--- config.mk ---
export PLATFORM = sky130hd
export DESIGN_NAME = ir_distance_piecewise_linear_core
export DESIGN_NICKNAME = d
export VERILOG_FILES = /design/src/irdpl_pkg.sv /design/src/irdpl_div.sv /design/src/ir_distance_piecewise_linear_core.sv
export SDC_FILE = /design/constraint.sdc
export NUM_CORES = 1
export LEC_CHECK = 0
export BUFFER_PORTS_ARGS = -buffer_cell sky130_fd_sc_hd__buf_2
export CAP_MARGIN = 40
export CORE_ASPECT_RATIO = 2
export CORE_MARGIN = 2
export CORE_UTILIZATION = 35
export DETAILED_ROUTE_END_ITERATION = 10
export SETUP_SLACK_MARGIN = 0.4
export SLEW_MARGIN = 20
export SYNTH_ARGS = -nofsm -noshare
export SYNTH_HDL_FRONTEND = slang
export SYNTH_SLANG_ARGS = --single-unit
export TNS_END_PERCENT = 5
--- constraint.sdc ---
create_clock -name clk -period 9.3 [get_ports clk]
set_input_delay 0.465 -clock clk [delete_from_list [all_inputs] [get_ports clk]]
set_output_delay 0.465 -clock clk [all_outputs]
set_load 0.02 [all_outputs]
--- src/irdpl_pkg.sv ---
`timescale 1ns / 1ps
// ----------------------------------------------------------------------------
// IR distance lookup package
// Widths, calibration tables, codes and shared types for the infrared
// distance piecewise linear converter.
// ----------------------------------------------------------------------------
package irdpl_pkg;

  localparam int SAMPLE_BITS  = 12;
  localparam int TABLE_POINTS = 15;
  localparam int FRAC_BITS    = 8;

  localparam int IDX_W    = $clog2(TABLE_POINTS);
  localparam int CM_W     = 6;
  localparam int FIX_W    = CM_W + FRAC_BITS;
  localparam int RISE_W   = FIX_W;
  localparam int PROD_W   = RISE_W + SAMPLE_BITS;
  localparam int QUO_W    = RISE_W;
  localparam int CNT_W    = $clog2(QUO_W);
  localparam int DIST_W   = 14;
  localparam int REGION_W = 2;
  localparam int SEG_W    = 4;

  typedef logic [CM_W-1:0]        cm_t;
  typedef logic [SAMPLE_BITS-1:0] sample_t;
  typedef logic [FIX_W-1:0]       fix_t;
  typedef logic [IDX_W-1:0]       idx_t;

  localparam cm_t CAL_DIST [TABLE_POINTS] = '{
    6'd9, 6'd12, 6'd15, 6'd18, 6'd21, 6'd24, 6'd27, 6'd30,
    6'd33, 6'd36, 6'd39, 6'd42, 6'd45, 6'd48, 6'd50
  };

  localparam sample_t CAL_READ [TABLE_POINTS] = '{
    12'd3445, 12'd3185, 12'd3009, 12'd2924, 12'd2822, 12'd2763, 12'd2713,
    12'd2685, 12'd2632, 12'd2600, 12'd2571, 12'd2558, 12'd2533, 12'd2518,
    12'd2507
  };

  localparam idx_t LAST_IDX = IDX_W'(TABLE_POINTS - 1);

  typedef enum logic [REGION_W-1:0] {
    REGION_INTERP = 2'd0,
    REGION_NEAR   = 2'd1,
    REGION_FAR    = 2'd2
  } region_t;

  typedef enum logic [2:0] {
    ST_IDLE,
    ST_CLAMP,
    ST_SEARCH,
    ST_MUL,
    ST_LOAD,
    ST_DIV,
    ST_DONE
  } state_t;

  typedef struct packed {
    logic start;
  } div_ctl_t;

  typedef struct packed {
    logic busy;
  } div_sts_t;

  function automatic fix_t to_fixed(cm_t cm);
    return FIX_W'(cm) << FRAC_BITS;
  endfunction

endpackage

--- src/irdpl_div.sv ---
`timescale 1ns / 1ps
// ----------------------------------------------------------------------------
// IR distance lookup divider
// Restoring shift-subtract divider, one quotient bit per cycle. The
// quotient is known to fit in QUO_W bits.
// ----------------------------------------------------------------------------
module irdpl_div (
  input  logic                              clk,
  input  logic                              rst,
  input  irdpl_pkg::div_ctl_t               ctl,
  input  logic [irdpl_pkg::PROD_W-1:0]      dividend,
  input  logic [irdpl_pkg::SAMPLE_BITS-1:0] divisor,
  output logic [irdpl_pkg::QUO_W-1:0]       quotient,
  output irdpl_pkg::div_sts_t               sts
);

  logic                              busy;
  logic [irdpl_pkg::CNT_W-1:0]       cnt;
  logic [irdpl_pkg::SAMPLE_BITS-1:0] rem;
  logic [irdpl_pkg::QUO_W-1:0]       work;
  logic [irdpl_pkg::SAMPLE_BITS:0]   trial;
  logic [irdpl_pkg::SAMPLE_BITS:0]   diff;
  logic                              ge;

  assign trial = {rem, work[irdpl_pkg::QUO_W-1]};
  assign ge    = trial >= {1'b0, divisor};
  assign diff  = trial - {1'b0, divisor};

  always_ff @(posedge clk) begin
    if (rst) begin
      busy <= 1'b0;
      cnt  <= '0;
    end else if (ctl.start) begin
      busy <= 1'b1;
      cnt  <= irdpl_pkg::CNT_W'(irdpl_pkg::QUO_W - 1);
    end else if (busy) begin
      if (cnt == '0) begin
        busy <= 1'b0;
      end else begin
        cnt <= cnt - 1'b1;
      end
    end
  end

  always_ff @(posedge clk) begin
    if (ctl.start) begin
      rem  <= dividend[irdpl_pkg::PROD_W-1 -: irdpl_pkg::SAMPLE_BITS];
      work <= dividend[irdpl_pkg::QUO_W-1:0];
    end else if (busy) begin
      rem  <= ge ? diff[irdpl_pkg::SAMPLE_BITS-1:0] : trial[irdpl_pkg::SAMPLE_BITS-1:0];
      work <= {work[irdpl_pkg::QUO_W-2:0], ge};
    end
  end

  assign quotient = work;
  assign sts.busy = busy;

endmodule

--- src/ir_distance_piecewise_linear_core.sv ---
`timescale 1ns / 1ps
// ----------------------------------------------------------------------------
// IR distance piecewise linear converter
// Maps a 12-bit infrared sample to a Q6.8 distance through a 15-point
// calibration table with linear interpolation inside a segment.
// ----------------------------------------------------------------------------
// One request at a time: in_ready is high only while idle. A clamped reading
// goes from the clamp check straight to its result. An interpolated reading
// passes through a linear segment search that tests one table point per cycle,
// a multiply state, a divider load state and a 14-step shift-subtract divider
// producing one quotient bit per cycle. The result is held until out_ready.
module ir_distance_piecewise_linear_core (
  input  logic                              clk,
  input  logic                              rst,
  input  logic                              in_valid,
  output logic                              in_ready,
  input  logic [irdpl_pkg::SAMPLE_BITS-1:0] raw_reading,
  output logic                              out_valid,
  input  logic                              out_ready,
  output logic [irdpl_pkg::DIST_W-1:0]      distance_q8,
  output logic [irdpl_pkg::REGION_W-1:0]    region,
  output logic [irdpl_pkg::SEG_W-1:0]       segment
);

  irdpl_pkg::state_t  state, state_next;
  irdpl_pkg::sample_t x;
  irdpl_pkg::idx_t    idx;
  irdpl_pkg::idx_t    idx_inc;
  irdpl_pkg::fix_t    base;
  logic [irdpl_pkg::RISE_W-1:0] rise;
  irdpl_pkg::sample_t off;
  irdpl_pkg::sample_t span;
  logic [irdpl_pkg::PROD_W-1:0] product;
  logic [irdpl_pkg::DIST_W-1:0] dist_r;
  irdpl_pkg::region_t region_r;
  logic [irdpl_pkg::SEG_W-1:0]  seg;
  logic [irdpl_pkg::QUO_W-1:0]  quo;
  logic [irdpl_pkg::FIX_W:0]    sum;
  logic                         near_hit;
  logic                         far_hit;
  logic                         seg_hit;
  logic                         last_seg;
  irdpl_pkg::div_ctl_t          div_ctl;
  irdpl_pkg::div_sts_t          div_sts;

  assign idx_inc  = idx + 1'b1;
  assign near_hit = x >= irdpl_pkg::CAL_READ[0];
  assign far_hit  = x <= irdpl_pkg::CAL_READ[irdpl_pkg::LAST_IDX];
  assign seg_hit  = (x <= irdpl_pkg::CAL_READ[idx]) && (x > irdpl_pkg::CAL_READ[idx_inc]);
  assign last_seg = idx == irdpl_pkg::LAST_IDX - 1'b1;
  assign sum      = (irdpl_pkg::FIX_W + 1)'(base) + (irdpl_pkg::FIX_W + 1)'(quo);

  irdpl_div u_div (
    .clk      (clk),
    .rst      (rst),
    .ctl      (div_ctl),
    .dividend (product),
    .divisor  (span),
    .quotient (quo),
    .sts      (div_sts)
  );

  always_ff @(posedge clk) begin
    if (rst) begin
      state <= irdpl_pkg::ST_IDLE;
    end else begin
      state <= state_next;
    end
  end

  always_comb begin
    state_next = state;
    case (state)
      irdpl_pkg::ST_IDLE: begin
        if (in_valid) state_next = irdpl_pkg::ST_CLAMP;
      end
      irdpl_pkg::ST_CLAMP: begin
        if (near_hit || far_hit) state_next = irdpl_pkg::ST_DONE;
        else state_next = irdpl_pkg::ST_SEARCH;
      end
      irdpl_pkg::ST_SEARCH: begin
        if (seg_hit) state_next = irdpl_pkg::ST_MUL;
        else if (last_seg) state_next = irdpl_pkg::ST_DONE;
      end
      irdpl_pkg::ST_MUL:  state_next = irdpl_pkg::ST_LOAD;
      irdpl_pkg::ST_LOAD: state_next = irdpl_pkg::ST_DIV;
      irdpl_pkg::ST_DIV: begin
        if (!div_sts.busy) state_next = irdpl_pkg::ST_DONE;
      end
      irdpl_pkg::ST_DONE: begin
        if (out_ready) state_next = irdpl_pkg::ST_IDLE;
      end
      default: state_next = irdpl_pkg::ST_IDLE;
    endcase
  end

  always_comb begin
    in_ready      = state == irdpl_pkg::ST_IDLE;
    out_valid     = state == irdpl_pkg::ST_DONE;
    div_ctl.start = state == irdpl_pkg::ST_LOAD;
  end

  always_ff @(posedge clk) begin
    case (state)
      irdpl_pkg::ST_IDLE: begin
        x   <= raw_reading;
        idx <= '0;
      end
      irdpl_pkg::ST_CLAMP: begin
        if (near_hit) begin
          dist_r   <= irdpl_pkg::DIST_W'(irdpl_pkg::to_fixed(irdpl_pkg::CAL_DIST[0]));
          region_r <= irdpl_pkg::REGION_NEAR;
          seg      <= '0;
        end else if (far_hit) begin
          dist_r   <= irdpl_pkg::DIST_W'(
                        irdpl_pkg::to_fixed(irdpl_pkg::CAL_DIST[irdpl_pkg::LAST_IDX]));
          region_r <= irdpl_pkg::REGION_FAR;
          seg      <= irdpl_pkg::SEG_W'(irdpl_pkg::LAST_IDX - 1'b1);
        end
      end
      irdpl_pkg::ST_SEARCH: begin
        if (seg_hit) begin
          seg      <= irdpl_pkg::SEG_W'(idx);
          region_r <= irdpl_pkg::REGION_INTERP;
          base     <= irdpl_pkg::to_fixed(irdpl_pkg::CAL_DIST[idx]);
          if (irdpl_pkg::CAL_DIST[idx_inc] >= irdpl_pkg::CAL_DIST[idx]) begin
            rise <= irdpl_pkg::to_fixed(irdpl_pkg::CAL_DIST[idx_inc]
                                        - irdpl_pkg::CAL_DIST[idx]);
          end else begin
            rise <= '0;
          end
          off  <= irdpl_pkg::CAL_READ[idx] - x;
          span <= irdpl_pkg::CAL_READ[idx] - irdpl_pkg::CAL_READ[idx_inc];
        end else if (last_seg) begin
          dist_r   <= irdpl_pkg::DIST_W'(
                        irdpl_pkg::to_fixed(irdpl_pkg::CAL_DIST[irdpl_pkg::LAST_IDX]));
          region_r <= irdpl_pkg::REGION_FAR;
          seg      <= irdpl_pkg::SEG_W'(irdpl_pkg::LAST_IDX - 1'b1);
        end else begin
          idx <= idx_inc;
        end
      end
      irdpl_pkg::ST_MUL: begin
        product <= irdpl_pkg::PROD_W'(rise) * irdpl_pkg::PROD_W'(off);
      end
      irdpl_pkg::ST_DIV: begin
        if (!div_sts.busy) dist_r <= irdpl_pkg::DIST_W'(sum);
      end
      default: begin
      end
    endcase
  end

  assign distance_q8 = dist_r;
  assign region      = region_r;
  assign segment     = seg;

endmodule

==> impl_summary.log, run 1 <==
INFO  metric ys.flop_type = edfxtp_1
INFO  metric die_area = 30,430 um2
INFO  metric vias_in_the_first_global_route = 7,325
INFO  metric gp_routability_congestion = about 0.86
INFO  metric ys_warn_count = 0
INFO  metric floorplan.rows = 88
INFO  metric final_area = between 10,000 and 15,000 um2
INFO  metric ir_worst_vdd = around 0.19 mV
INFO  metric synth_top_cell_area_share = 0.3436
INFO  metric cts.reportedPaths.clkPinSlew = ~70 ps
INFO  metric max-clock-path-buffers = 2
INFO  metric count_of_cells_resized_by_post_cts_repair = 0
INFO  metric timing_hold_violations_final = 0
INFO  metric crit_path_cell_trace = inv_1 -> ha_1 -> inv_1 -> nor2_1 -> a31oi_1 -> ha_1 -> a21o_1 -> a21oi_1 -> a211oi_1 -> a211oi_1 -> a211o_1 -> nor2_4 -> buf_4 -> nor2_1 -> buf_4
INFO  metric ys_top_cells_by_area = edfxtp_1 (34%), ha_1 (16%), fa_1 (8.7%), inv_1 (4.4%), and2_1 (3.8%)
INFO  metric slew_violations = 0
INFO  metric power.density = 332.7 nW/um2
INFO  metric post_layout_nonfiller_instances = roughly 1,400
INFO  metric dr_total_vias = a little over 7,000
INFO  metric drive_above_1_share = 0.09699
INFO  metric final_common_cell = ha_1
INFO  metric root_buffer = clkbuf_16
INFO  metric clock_latency = around 430 ps
INFO  metric wl = around 23,000 um
INFO  metric utilization = 0.3962
INFO  metric flip_flop_and_latch_count_after_synthesis = about 120
INFO  metric min-delay-path-class = in2reg
INFO  metric layout.cells.most_common_list = ha_1 (133), inv_1 (120), edfxtp_1 (116)
INFO  metric drt_first_iter_violations = around 400
INFO  metric cts_inserted_buffers = 17
INFO  metric synthArstFlopShare = 0
INFO  metric place_ws = 4015 ps
INFO  metric maxCapViolCount = 0
INFO  metric fin_crit = ~5300 ps
INFO  metric detail-route-antenna-nets = 0
INFO  metric setup_ws_final = between 4000 and 5000 ps
INFO  metric die_w = 124.3 um
INFO  metric maxClockFrequency = between 150 and 200 MHz
INFO  metric synth_cell_types = 70
INFO  metric worstPathArrival = 5400 ps
INFO  metric grt_first_pass_wirelength = 36,910 um
INFO  metric placedCellCount = about 1,400
INFO  metric critical_path.max_stage_delay = a little under 800 ps
INFO  metric antennaDiodeCount = 0
INFO  metric floorplan.initialDensity = 0.3542
INFO  metric vertical_extent_of_the_die = roughly 240 um
INFO  metric cts_tree = built
INFO  metric synth_largest_area_cell = edfxtp_1
INFO  metric power.leakage = 0.005043 uW
INFO  metric postCtsHoldBufs = 0
INFO  metric setup_clock_skew_after_layout = around 12 ps
INFO  metric outcome = completed
INFO  metric cp_slowest_cell = edfxtp_1
INFO  metric synth.net_count = between 1,000 and 1,500
INFO  metric antenna_found_initial = 0
INFO  metric drt_first_pass_iters = 4
INFO  metric setup_violations = 0
INFO  metric critPathRequiredTime = about 9400 ps
INFO  metric global_route.overflow_total = 0
INFO  metric unrepaired_setup_endpoints_after_global_routing = no
INFO  metric fp.coreArea = ~29,000 um2
INFO  metric dp_hpwl = ~18,000 um
INFO  metric io_buffer_count = 37
INFO  metric synth_cells = 1,010
INFO  metric cp_max_fanout = 40
INFO  metric track_usage = 0.1510
INFO  metric tns = 0 ps
INFO  metric synth_enable_flop_cells = 116
INFO  metric cts.sinks = between 100 and 150
INFO  metric criticalPathCategory = reg2reg
INFO  metric area_growth = 11.88%
INFO  metric drt-wirelength-per-cell = around 16 um
INFO  metric startpoint_type = flop
INFO  metric final_nets = between 1,000 and 1,500
INFO  metric final_min_period_over_clock_period = 0.5669
INFO  metric syn-mean-instance-area = 10.04 um2
INFO  metric drc_errors = 0
INFO  metric ctsHtreeMaxLevel = 4
INFO  metric slew_of_the_pin_with_the_lowest_slew_margin = about 860 ps
INFO  metric endpoint_kind = flop
INFO  metric post-cts-setup-buffers = 0
INFO  metric placed_cell_area = 10,760 um2
INFO  metric via_to_cell_ratio = a little over 5
INFO  metric io_pins = 38
INFO  metric timing.slew.headroom = 0.4203
INFO  metric grt_max_degree = 41
INFO  metric yosysSeqAreaShare = 0.3594
INFO  metric post_synth_instance_area = slightly above 10,000 um2
==> sequential cells by signal (all words and copies together) (netlist names) <==
| name | count |
|---|---|
| base | 6 |
| distance_q8 | 14 |
| idx | 4 |
| off | 12 |
| product | 18 |
| region | 2 |
| rise | 6 |
| segment | 4 |
| span | 12 |
| state | 3 |
| u_div.cnt | 4 |
| u_div.quotient | 14 |
| u_div.rem | 12 |
| u_div.sts | 1 |
| x | 12 |
==> logic make-up after synthesis <==
family	Yosys count	synth area share
AND/OR/NAND/NOR	305	0.1451
AO/OA/AOI/OAI	187	0.1260
adder cells (fa/ha/maj)	177	0.2510
buffers and inverters	150	0.05689
flip-flops	124	0.3594
XOR/XNOR	51	0.04406
multiplexers	16	0.01752
==> worst max-delay path, delay by kind of cell, from the launching register on <==
family	cells	cell delay [ps]
compound gates	6	1540
simple gates	3	540
buf+inv	4	1220
flops	1	780
fa+ha+maj	2	870
==> cell usage after synthesis (all sizes together), types with 3 or more instances <==
cell and n:
or3 3, o21bai 4, nand2b 5, or2 3, o21a 9, a31oi 4
a2111oi 5, a21o 27, edfxtp 116, xnor2 39, clkbuf 20, nor2b 12
a21boi 6, nor4 4, nand2 96, mux2 4, nand4 5, mux2i 11
o41ai 4, nor2 79, xor2 12, dfxtp 8, o21ai 31, o31ai 6
inv 120, nor3 15, a211oi 10, and2 62, nand3 5, a211o 5
and3 10, ha 133, fa 44, a21oi 59, buf 9
==> cell type report <==
| cell class | count | area, um2 |
|---|---|---|
| clock buffers | 17 | 425.4 |
| clock inverters | 15 | 151.4 |
| fillers | 2779 | 17280 |
| inverters | 121 | 454.2 |
| multi-input cells | 736 | 5936 |
| flip-flops and latches | 124 | 3643 |
| well taps | 360 | 450.4 |
| repair buffers | 49 | 282.8 |
==> through the flow <==
step,power [uW],hold WS (ps)
CTS,3797,193.3
detailed placement,3141,501.2
global route,4110,202.0
finish,3774,207.7
floorplan,2563,483.6
global placement,3090,496.6
==> worst paths after layout <==
path / from / end / slack (ps) / cells after the start
worst min register to register: product[12]$_DFFE_PP_ / u_div.quotient[12]$_DFFE_PP_ / 510 / 2
worst max register to register: idx[1]$_SDFFCE_PN0P_ / distance_q8[12]$_DFFE_PP_ / 4030 / 15
worst max-delay path: idx[1]$_SDFFCE_PN0P_ / distance_q8[12]$_DFFE_PP_ / 4030 / 15
worst min-delay path: raw_reading[11] / x[11]$_DFFE_PP_ / 210 / 1
==> where the power goes <==
group	total [uW]	switching, uW	internal (uW)
logic	2220	1300	915
registers	920	81.3	838
clock network	639	283	356
total	3770	1660	2110
==> layer usage <==
metal  track usage  vias to the layer above  routed length, um
li1              -                     3565                  -
met1        0.1759                     3448               9624
met2        0.2788                      111              11880
met3       0.02398                       36                551
met4       0.05254                        0                630
met5             0                        -                  0
No activity file was read; power rests on OpenSTA's default activity.
==> run 2: changes to the inputs <==
ABC_AREA = 1   (was unset)
clock period = 5 ns   (was 9.3 ns; I/O delays follow)
==> impl_summary.log, run 2 <==
INFO  metric outcome = completed
INFO  metric ctsHtreeMaxLevel = 4
INFO  metric drt_first_pass_iters = 5
INFO  metric synth_enable_flop_cells = between 100 and 150
INFO  metric criticalPathCategory = reg2reg
INFO  metric synth_cells = around 1,200
INFO  metric timing_hold_violations_final = 0
INFO  metric final_nets = about 1,500
INFO  metric grt_first_pass_wirelength = ~39,000 um
INFO  metric post_layout_nonfiller_instances = between 1,500 and 2,000
INFO  metric ys.flop_type = edfxtp_1
INFO  metric final_common_cell = nand2_1
INFO  metric grt_max_degree = 39
INFO  metric floorplan.initialDensity = 0.3564
INFO  metric dp_hpwl = approximately 20,000 um
INFO  metric maxClockFrequency = 224.2 MHz
INFO  metric area_growth = 15.38%
INFO  metric via_to_cell_ratio = around 4.8
INFO  metric antennaDiodeCount = 0
INFO  metric synthArstFlopShare = 0
INFO  metric cts_tree = built
INFO  metric max-clock-path-buffers = 2
INFO  metric final_area = 11,860 um2
INFO  metric leading_cell_type_by_number_of_instances_after_synthesis = nand2_1
INFO  metric cts_inserted_buffers = 17
INFO  metric drt-wirelength-per-cell = between 10 and 15 um
INFO  metric vias_in_the_first_global_route = roughly 8,200
INFO  metric critPathRequiredTime = slightly above 5000 ps
INFO  metric worstPathArrival = approximately 4600 ps
INFO  metric cts.sinks = ~120
INFO  metric ys_top_cells_by_area = edfxtp_1 (34%), ha_1 (16%), nand2_1 (9.9%), inv_1 (8.7%), fa_1 (8.6%)
INFO  metric utilization = 0.4113
INFO  metric unrepaired_setup_endpoints_after_global_routing = yes
INFO  metric layout.cells.most_common_list = nand2_1 (272), inv_1 (237), ha_1 (128)
INFO  metric timing.hold.worst_endpoint = u_div.sts$_SDFF_PP0_
INFO  metric antenna_found_initial = 0
INFO  metric maxCapViolCount = 0
INFO  metric yosysSeqAreaShare = 0.3543
INFO  metric clock_latency = between 400 and 500 ps
INFO  metric synth.net_count = 1,387
INFO  metric floorplan.rows = between 80 and 90
INFO  metric io_pins = 38
INFO  metric hold_path_depth = 2
INFO  metric cp_slowest_cell = fa_1
INFO  metric die_w = about 130 um
INFO  metric slew_violations = 0
INFO  metric global_route.overflow_total = 0
INFO  metric hold_start = rst
INFO  metric min-delay-path-class = in2reg
INFO  metric drive_above_1_share = 0.1059
INFO  metric cts.reportedPaths.clkPinSlew = about 60 ps
INFO  metric drt_first_iter_violations = roughly 360
INFO  metric detail-route-antenna-nets = 0
INFO  metric timing.slew.headroom = 0.5215
INFO  metric wl = between 20,000 and 25,000 um
INFO  metric placed_cell_area = approximately 11,000 um2
INFO  metric setup_clock_skew_after_layout = ~7.7 ps
INFO  metric post_synth_instance_area = about 10,000 um2
INFO  metric placedCellCount = approximately 1,600
INFO  metric critical_path.reg2reg.startpoint = rise[9]$_SDFFCE_PN0P_
INFO  metric track_usage = 0.1613
INFO  metric ys_warn_count = 0
INFO  metric synth_largest_area_cell = edfxtp_1
INFO  metric r2r_setup_slack = between 500 and 600 ps
INFO  metric final_min_period_over_clock_period = 0.8921
INFO  metric startpoint_type = flop
INFO  metric syn-mean-instance-area = between 8 and 9 um2
INFO  metric vertical_extent_of_the_die = around 250 um
INFO  metric synth_top_cell_area_share = 0.3388
INFO  metric r2r.worst_path.cells = 18
INFO  metric gp_routability_congestion = between 0.9 and 1
INFO  metric io_buffer_count = 37
INFO  metric setup_violations = 0
INFO  metric dr_total_vias = between 7,000 and 8,000
INFO  metric die_area = between 30,000 and 40,000 um2
INFO  metric max_flop_register = product
INFO  metric endpoint_kind = flop
INFO  metric root_buffer = clkbuf_16
INFO  metric netlist_top_cells_count = nand2_1 (272), inv_1 (237), ha_1 (133)
INFO  metric drc_errors = 0
INFO  metric worstReg2RegEnd = product[23]$_DFFE_PP_
INFO  metric synth_cell_types = 48
INFO  metric critical_path.max_stage_delay = 550 ps
INFO  metric fin_crit = about 4500 ps
INFO  metric flip_flop_and_latch_count_after_synthesis = 124
INFO  metric crit_path_cell_trace = buf_4 -> nand2_1 -> inv_1 -> fa_1 -> fa_1 -> inv_1 -> fa_1 -> inv_1 -> fa_1 -> ha_4 -> ha_4 -> nand2_1 -> o21ai_2 -> a21oi_2 -> o21ai_2 -> inv_1 -> o21bai_1 -> xor2_1
INFO  metric slew_of_the_pin_with_the_lowest_slew_margin = between 700 and 800 ps
INFO  metric cp_max_fanout = 5
INFO  metric tns = 0 ps
INFO  metric largest_register_ff_count = 18
INFO  metric fp.coreArea = 28,850 um2
## run 2: kinds of logic (layout without fill, tap and decap cells)
group	after synthesis	count (layout)	share of synthesized area
DFF	124	124	0.3543
AOI/OAI and AO/OA	161	161	0.08798
and+or+nand+nor	419	419	0.1702
xor gates and xnor gates	47	47	0.04003
adders and majority gates	177	177	0.2475
buffers and inverters	266	356	0.09990
## run 2: area by class of cell
class	instances	area (um2)
Timing Repair Buffer	80	554.3
Clock buffer	17	425.4
Inverter	244	915.9
Sequential cell	124	3643
Multi-Input combinational cell	804	5697
Clock inverter	15	177.7
Fill cell	2928	16980
Tap cell	360	450.4
## run 2: timing repair
action | 4_1_cts | 5_1_grt
resized for setup | 0 | 14
pin swaps | 0 | 3
hold buffers | 12 | 0
setup buffers | 7 | 5
setup endpoints to repair | 4 | 11
hold endpoints to repair | 12 | 0
## run 2: critical path: cells and delay by family, from the launching register on
family	cells	cell delay, ps
compound gates	4	580
xor+xnor	1	80
fa+ha+maj	6	2510
buf+inv	5	420
flops	1	480
simple gates	2	140
## run 2: stage by stage
stage	hold slack, ps	setup WS, ps
6_report	57.27	539.6
5_1_grt	69.80	324.1
4_1_cts	42.34	390.5
3_5_place_dp	428.4	260.9
3_3_place_gp	426.9	368.2
2_1_floorplan	319.1	420.9
## run 2: worst max-delay path by stage
stage,startpoint,endpoint,slack [ps],depth (start not counted)
global placement,rise[10]$_SDFFCE_PN0P_,product[25]$_DFFE_PP_,370,17
floorplan,rise[11]$_SDFFCE_PN0P_,product[25]$_DFFE_PP_,420,18
finish,rise[9]$_SDFFCE_PN0P_,product[23]$_DFFE_PP_,540,18
detailed placement,rise[10]$_SDFFCE_PN0P_,product[25]$_DFFE_PP_,260,17
CTS,rise[9]$_SDFFCE_PN0P_,product[22]$_DFFE_PP_,390,18
global route,rise[10]$_SDFFCE_PN0P_,product[22]$_DFFE_PP_,320,19
## run 2: layer usage
metal | global-route usage | part of all wire | up-vias
met3 | 0.02128 | 0.014 | 61
met1 | 0.1401 | 0.34 | 3725
met2 | 0.3402 | 0.59 | 108
met4 | 0.08922 | 0.051 | 0
met5 | 0 | 0 | -
li1 | - | - | 4017
Power of run 2 is left out: the tool's default activity adds up to more than one toggle a clock period on the data nets, which glitch-free logic cannot reach.
==> run 3: changes to the inputs <==
CORE_MARGIN = 3   (was 2)
SLEW_MARGIN = unset   (was 20)
==> impl_summary.log, run 3 (synthesized netlist as in run 2, its figures left out) <==
INFO  metric critPathRequiredTime = about 5200 ps
INFO  metric grt_first_pass_wirelength = roughly 39,000 um
INFO  metric startpoint_type = flop
INFO  metric io_pins = 38
INFO  metric routed.top_layer = met4
INFO  metric dp_hpwl = 19,890 um
INFO  metric timing.slew.headroom = 0.5042
INFO  metric seq_area = 3643 um2
INFO  metric ctsHtreeMaxLevel = 4
INFO  metric maxCapViolCount = 0
INFO  metric wl = between 20,000 and 25,000 um
INFO  metric gp_routability_congestion = 0.9259
INFO  metric criticalPathCategory = reg2reg
INFO  metric cts_inserted_buffers = 17
INFO  metric root_buffer = clkbuf_16
INFO  metric area_growth = 15.42%
INFO  metric outcome = completed
INFO  metric vias_in_the_first_global_route = approximately 8,300
INFO  metric global_route.overflow_total = 0
INFO  metric die_w = roughly 130 um
INFO  metric hold_path_depth = 2
INFO  metric antenna_found_initial = 0
INFO  metric track_usage = 0.1575
INFO  metric unrepaired_setup_endpoints_after_global_routing = yes
INFO  metric tns = 0 ps
INFO  metric dr_total_vias = between 7,000 and 8,000
INFO  metric cts.sinks = about 120
INFO  metric die_area = about 32,000 um2
INFO  metric cts_tree = built
INFO  metric met3WireLength = 582 um
INFO  metric final_min_period_over_clock_period = 0.8966
INFO  metric cp_max_fanout = 8
INFO  metric multi_input_comb_area = roughly 5700 um2
INFO  metric io_buffer_count = 37
INFO  metric fp.coreArea = 28,960 um2
INFO  metric layout.cells.most_common_list = nand2_1 (271), inv_1 (237), ha_1 (127)
INFO  metric floorplan.rows = a little under 90
INFO  metric routedLengthMet1 = roughly 8100 um
INFO  metric setup_violations = 0
INFO  metric met2RoutedLength = 14,160 um
INFO  metric drive_above_1_share = 0.1076
INFO  metric largest_register_ff_count = 18
INFO  metric slew_violations = 0
INFO  metric antennaDiodeCount = 0
INFO  metric max-clock-path-buffers = 2
INFO  metric detail-route-antenna-nets = 0
INFO  metric timing_hold_violations_final = 0
INFO  metric final_common_cell = nand2_1
INFO  metric drt_first_iter_violations = roughly 360
INFO  metric fin_crit = about 4500 ps
INFO  metric endpoint_kind = flop
INFO  metric filler_cell_count = between 2,000 and 3,000
INFO  metric clock_latency = between 400 and 500 ps
INFO  metric setup_clock_skew_after_layout = approximately 11 ps
INFO  metric drt_first_pass_iters = 6
INFO  metric slew_of_the_pin_with_the_lowest_slew_margin = 735.9 ps
INFO  metric via_to_cell_ratio = 4.860
INFO  metric drt-wirelength-per-cell = 14.79 um
INFO  metric final_nets = between 1,000 and 1,500
INFO  metric min-delay-path-class = in2reg
INFO  metric r2r.worst_path.cells = 14
INFO  metric drc_errors = 0
INFO  metric maxClockFrequency = 223.1 MHz
INFO  metric floorplan.initialDensity = 0.3551
INFO  metric vertical_extent_of_the_die = between 200 and 250 um
INFO  metric max_flop_register = product
INFO  metric worstPathArrival = ~4700 ps
INFO  metric cts.reportedPaths.clkPinSlew = roughly 60 ps
INFO  metric grt_max_degree = 39
## run 3: worst paths after layout
check / startpoint / to / slack, ps
setup / recovery: rise[10]$_SDFFCE_PN0P_ / product[24]$_DFFE_PP_ / 520
hold / removal: rst / u_div.cnt[0]$_SDFFE_PP0P_ / 40
setup reg to reg: rise[10]$_SDFFCE_PN0P_ / product[24]$_DFFE_PP_ / 520
hold reg to reg: product[12]$_DFFE_PP_ / u_div.quotient[12]$_DFFE_PP_ / 520
## run 3: stage by stage
step	worst slack, ps	utilization	instance area [um2]	instances	hold WS (ps)
2_1_floorplan	420.9	-	10280	1194	319.1
3_3_place_gp	399.1	0.3785	10960	1587	426.8
3_5_place_dp	323.6	0.3785	10960	1587	428.7
4_1_cts	376.0	0.4042	11710	1634	30.58
5_1_grt	357.4	0.4098	11870	1642	57.12
6_report	517.0	0.4098	11870	1642	44.48
## run 3: critical path, stage by stage (launching register included)
cell      delay (ps)
edfxtp_1         570
buf_6            170
nand2_1           70
fa_1             470
fa_1             540
inv_1             50
fa_1             500
fa_1             490
ha_1             310
ha_1             360
a21oi_1          210
o21ai_0          140
nand2_1           70
nand4_1          110
xor2_1           160
## run 3: repair_timing
action,CTS,global route
buffers inserted,3,8
endpoints found under the hold margin,12,0
pin swaps,0,7
setup endpoints to repair,3,24
hold buffers,12,0
gates resized for setup,0,20
## run 3: per-layer routing
metal  track usage  up-vias
met1        0.1383     3738
met3       0.02275       74
li1              -     4007
met2        0.3226      161
met5             0        -
met4       0.09760        0
## run 3: cell type report
cell class	instances	area share
Clock buffer	17	0.03585
Clock inverter	15	0.01476
Inverter	244	0.07749
Multi-Input combinational cell	804	0.4815
Sequential cell	124	0.3070
Tap cell	360	0.03795
Timing Repair Buffer	78	0.04544
Power of run 3 is left out for the same reason.
